--- src/hdl/salc_pkg.sv ---
package salc_pkg;

	typedef struct packed {
		logic [1:0]  operation;
		logic [63:0] address;
	} req_t;

	typedef struct packed {
		logic [1:0]  outcome;
		logic        modify_hit;
		logic [31:0] hit_total;
		logic [31:0] miss_total;
		logic [31:0] eviction_total;
	} rsp_t;

	localparam logic [1:0] OP_MODIFY = 2'd2;

	localparam logic [1:0] OUT_HIT   = 2'd0;
	localparam logic [1:0] OUT_FILL  = 2'd1;
	localparam logic [1:0] OUT_EVICT = 2'd2;

	localparam logic [1:0] REG_SET_BITS   = 2'd0;
	localparam logic [1:0] REG_WAYS       = 2'd1;
	localparam logic [1:0] REG_BLOCK_BITS = 2'd2;

	typedef enum logic [1:0] {
		ST_IDLE,
		ST_LOOK,
		ST_RESP
	} state_t;

	typedef struct packed {
		logic capture;
		logic update;
	} cmd_t;

endpackage

--- src/hdl/salc_ctrl.sv ---
module salc_ctrl (
	input  logic              clk,
	input  logic              arst_n,
	input  logic              in_valid,
	output logic              in_ready,
	output logic              out_valid,
	input  logic              out_ready,
	output salc_pkg::cmd_t    cmd
);

	salc_pkg::state_t state_q, state_d;

	always_ff @(posedge clk or negedge arst_n) begin
		if (!arst_n) state_q <= salc_pkg::ST_IDLE;
		else state_q <= state_d;
	end

	always_comb begin
		state_d = state_q;
		unique case (state_q)
			salc_pkg::ST_IDLE: if (in_valid) state_d = salc_pkg::ST_LOOK;
			salc_pkg::ST_LOOK: state_d = salc_pkg::ST_RESP;
			salc_pkg::ST_RESP: begin
				if (out_ready) state_d = in_valid ? salc_pkg::ST_LOOK : salc_pkg::ST_IDLE;
			end
			default: state_d = salc_pkg::ST_IDLE;
		endcase
	end

	always_comb begin
		in_ready    = (state_q == salc_pkg::ST_IDLE) ||
			(state_q == salc_pkg::ST_RESP && out_ready);
		out_valid   = (state_q == salc_pkg::ST_RESP);
		cmd.capture = in_valid && in_ready;
		cmd.update  = (state_q == salc_pkg::ST_LOOK);
	end

	// one beat in flight at most
	a_one: assert property (@(posedge clk) disable iff (!arst_n)
		cmd.update |=> out_valid) else $error("look not followed by response");
	a_cap: assert property (@(posedge clk) disable iff (!arst_n)
		cmd.capture |=> cmd.update) else $error("capture not followed by look");
	a_excl: assert property (@(posedge clk) disable iff (!arst_n)
		!(cmd.update && out_valid)) else $error("look and response overlap");

endmodule

--- config.mk ---
export PLATFORM = sky130hd
export DESIGN_NAME = salc_ctrl
export DESIGN_NICKNAME = d
export VERILOG_FILES = /design/src/hdl/salc_pkg.sv /design/src/hdl/salc_ctrl.sv
export SDC_FILE = /design/constraint.sdc
export NUM_CORES = 1
export LEC_CHECK = 0
export BUFFER_PORTS_ARGS = -buffer_cell sky130_fd_sc_hd__buf_4
export CAP_MARGIN = 25
export CORE_AREA = 8 8 45 47
export CTS_CLUSTER_DIAMETER = 50
export DETAILED_ROUTE_END_ITERATION = 8
export DIE_AREA = 0 0 53 55
export GPL_TIMING_DRIVEN = 0
export PLACE_DENSITY_LB_ADDON = 0.05
export SLEW_MARGIN = 40
export SYNTH_ARGS = -nofsm -noshare
export SYNTH_HDL_FRONTEND = slang
export SYNTH_SLANG_ARGS = --single-unit
--- constraint.sdc ---
create_clock -name clk -period 1 [get_ports clk]
set_clock_uncertainty 0.15 [all_clocks]
set_input_delay 0.05 -clock clk [delete_from_list [all_inputs] [get_ports clk]]
set_output_delay 0.05 -clock clk [all_outputs]
set_load 0.02 [all_outputs]
### After elaboration in Yosys (flattened, before gate mapping)

Cells that the tools add are included.

* register bits after elaboration: 2
* bits of input ports: 4
* output and inout bits: 4
* word-level logic and storage cells: 14

* equal/unequal tests: 4
* mux-type cells: 4
* reduce and logical (&&, ||, !) cells: 5

Operators by type and width (number)
* 2-bit case mux with 3 select lines: 1
* 2-bit 2-to-1 mux: 2
* 2-bit by 1-bit equality test with 1-bit output, second input constant: 1
* 2-bit equality test, second input constant: 1
* 1-bit logical AND: 2
* 2-bit logical NOT: 1
* 2-bit by 1-bit != test with 1-bit output, second input constant: 1
* 2-bit != test, second input constant: 1
* 2-bit AND reduction: 1
* 1-bit logical OR: 1
* 1-bit 2-to-1 mux: 1

### Depth between registers and ports, before layout

* depth in word-level cells: 4
* gate-level depth with buffers: 2
* mapped depth without buffers: 2

### Least setup slack after synthesis

No wires, ideal clock.

* path type: register to output
* start: reg state_q[1]
* end: out cmd[1] in the netlist's numbering
* arrival time: 947 ps
* required time: 800 ps
* slack: -147 ps
* stages on the path, launching flop included: 2
* path buffers: 0
* path through: dfrtp_1 -> a211oi_1

RTL lines
* from (decl): RTL line salc_ctrl.sv:11 `salc_pkg::state_t state_q, state_d;`
* from (signal assigned): RTL line salc_ctrl.sv:14 `if (!arst_n) state_q <= salc_pkg::ST_IDLE;`
* from (signal assigned): RTL line salc_ctrl.sv:15 `else state_q <= state_d;`
* to (decl): RTL line salc_ctrl.sv:8 `output salc_pkg::cmd_t cmd`

==> summary.txt <==
Status
  • Run status: complete, but fails checks
  • Failing checks: negative setup slack

Power and ir drop
  • Overall power of the completed layout: 0.5112 mW
  • Max IR drop VDD: between 0.0003 and 0.0004 V
  • Leakage dissipation: 0.1417 nW
  • Pwr/cell area: 1776 mW/mm2

Clock network
  • Clock sink count: 2
  • Root buffer selected by CTS: sky130_fd_sc_hd__clkbuf_4
  • TritonCTS clock tree: built
  • Later-pin clock latency in the skew report: 0.22 ns
  • Total clock buffers created by CTS: 3
  • Bufs on Longest Clock Path: 2
  • Clock slew at reported path FFs: 0.03 ns
  • Number of levels the H-tree was split into: 1

STA
  • Peak Freq: 0.8139 GHz
  • Fin. Hold Viols: 0
  • Min Clock Period, post-route: between 1 and 1.5 ns
  • TNS Setup: -0.9682 ns
  • Slew Limit Fails: 0
  • Unrepaired setup endpoints after global routing: true
  • Worst slew margin relative to its limit: 0.8619
  • Minimum setup slack in the final design: -0.2287 ns
  • Final worst path period share: 1.229
  • Worst Max-Slew Pin Slew: 0.2059 ns
  • Total setup violations reported at the end of the flow: 5

Floorplan
  • Die width: 53 um
  • Initial standard-cell utilization of the core: 0.07685
  • Total number of placement rows: 14
  • Top-level port count: 8
  • Die Area: 0.002915 mm2
  • Area inside the core boundary: 0.001384 mm2
  • Die extent in y: 55 um

Global routing
  • Initial antenna violation count: 0
  • First-pass GRT wire length: 607 um
  • Vias in the first global route: 159
  • Maximum number of pins on one net before global-route repair: 6
  • Grt total ovfl: 0
  • All-Layer GR Usage: 0.03224

Setup path
  • Kind of launch point of the worst setup path: register
  • CP max-delay cell: sky130_fd_sc_hd__dfrtp_1
  • Launching point of the worst reg2reg path: state_q[0]
  • Required time at the worst-slack endpoint: 0.80 ns
  • Most frequent cell on the critical path: sky130_fd_sc_hd__buf_6
  • Cell Chain, Critical Path: nor2b_4, buf_6, buf_6
  • Biggest fanout along the worst timing path: 4
  • Max incr delay on CP: 0.41 ns
  • Launch point of the critical path: state_q[0]
  • CP Data Arrival Time: 1.03 ns
  • Kind of end point of the critical path: output pin
  • Critical path class: register to output pin

Flow run
  • MaxCap Viol Count: 0

Drt
  • Routed wire length per instance: 8.929 um
  • Post-DRT Antenna Nets: 0
  • Routed vias/inst: between 3 and 4
  • Aggregate routed wire length: between 300 and 400 um
  • Post-route DRC: 0
  • Met3 wire len: 58 um
  • Wl on met1: between 100 and 150 um
  • Initial DRC Count: 0
  • Number of vias after detailed routing: 130
  • Number of search-and-repair iterations in the first detailed-routing pass: 1
  • Highest metal layer with signal wires: met3
  • WL met2: 198 um

Layout
  • Proportion of layout cells with a drive suffix above 1: 0.6923
  • Largest registers ranked by flip-flop count: state_q: 2 flops
  • Area grow syn2layout: 170.6%
  • Number of flip-flops in the largest register: 2
  • Antenna Diode Count: 0
  • Top register by number of flip-flops: state_q
  • Count of nets after finishing: 32

Synth
  • Synthesis-stage register bit count: 2
  • Number of warnings reported in the yosys synthesis log: 0
  • Post-Synthesis Cell Area: between 100 and 150 um2
  • Number of different library cells in the post-synthesis netlist: 8
  • Gate Count Post-Synth: 11
  • Sequential fraction of the synthesis area: 0.4706
  • Mean instance size in the synthesized netlist: 9.668 um2
  • Number of nets produced by synthesis: 15

Placed design
  • Number of port buffers: 7
  • Final estimated routing congestion in global placement: around 0.58

Worst hold path
  • Worst min-delay path startpoint: out_ready
  • Path class of the lowest-slack min-delay path: input pin to register
synthesized netlist by cell type:
library cell / instances / area [um2]
sky130_fd_sc_hd__a211oi_1: 2 / 15.01
sky130_fd_sc_hd__dfrtp_1: 2 / 50.05
sky130_fd_sc_hd__inv_1: 2 / 7.510
sky130_fd_sc_hd__a21o_1: 1 / 7.510
sky130_fd_sc_hd__a21oi_1: 1 / 5.000
sky130_fd_sc_hd__and2b_1: 1 / 7.510
sky130_fd_sc_hd__buf_4: 1 / 7.510
sky130_fd_sc_hd__nor2b_1: 1 / 6.260
critical path: cells and delay by family (launching register included):
| kind | cells | cell delay [ns] |
|---|---|---|
| flops | 1 | 0.41 |
| buf+inv | 2 | 0.20 |
| simple gates | 1 | 0.19 |
stage by stage:
stage | utilization | cell area, um2 | hold WS, ns | setup WS (ns) | instances
detailed placement | 0.1338 | 185.2 | -0.3156 | -0.06250 | 34
global route | 0.2080 | 287.8 | 0.07391 | -0.2746 | 42
global placement | 0.1338 | 185.2 | -0.3160 | -0.06802 | 34
CTS | 0.2025 | 280.3 | 0.04927 | -0.2410 | 42
floorplan | - | 112.6 | -0.3956 | -0.07350 | 11
finish | 0.2080 | 287.8 | 0.05572 | -0.2287 | 42
per-layer routing:
metal	GRT usage	up-vias
li1	-	66
met1	0.02128	59
met2	0.04688	5
met3	0.02406	0
met4	0.05172	0
met5	0	-
final cells by class:
type | count | area, um2
Clock buffer | 3 | 22.52
Timing Repair Buffer | 12 | 116.4
Multi-Input combinational cell | 6 | 58.81
Sequential cell | 2 | 51.30
Inverter | 2 | 7.507
Tap cell | 16 | 20.02
Fill cell | 172 | 1096
Buffer | 1 | 11.26
placed cells by master, fill, tap and decap left out, drive strengths merged:
cell type / count
a211oi: 2
a21o: 1
a21oi: 1
and2b: 1
buf: 10
clkbuf: 3
dfrtp: 2
dlygate4sd3: 3
inv: 2
nor2b: 1
path summary, 6_finish.rpt:
check / endpoint / slack (ns) / cells after the start
worst max-delay path: cmd[0] / -0.23 / 3
worst min-delay path: state_q[0] / 0.06 / 3
worst max register to register: state_q[1] / -0.09 / 3
worst min register to register: state_q[0] / 0.40 / 1
max in group asynchronous: state_q[1] / 0.04 / 3
min in group asynchronous: state_q[0] / 0.53 / 3
logic make-up (layout without fill, tap and decap cells):
family	Yosys count	count (layout)	share of synthesized area
AO/OA/AOI/OAI	4	4	0.2588
buffers and inverters	3	18	0.1412
flip-flops	2	2	0.4706
AND/OR/NAND/NOR	2	2	0.1295
what timing repair did:
action | CTS | global route
resized for setup | 8 | 2
endpoints found under the hold margin | 3 | 0
hold buffers | 3 | 0
endpoints found under the setup margin | 5 | 6
buffers inserted | 2 | 0
where the power goes:
part	switching (mW)	total, mW	leakage [nW]	internal (mW)
clock network	0.0448	0.177	0.0138	0.132
logic	0.0828	0.210	0.104	0.127
registers	0.0266	0.125	0.0241	0.0980
total	0.154	0.511	0.142	0.357
Note: power is estimated with default switching activity, not from simulation.
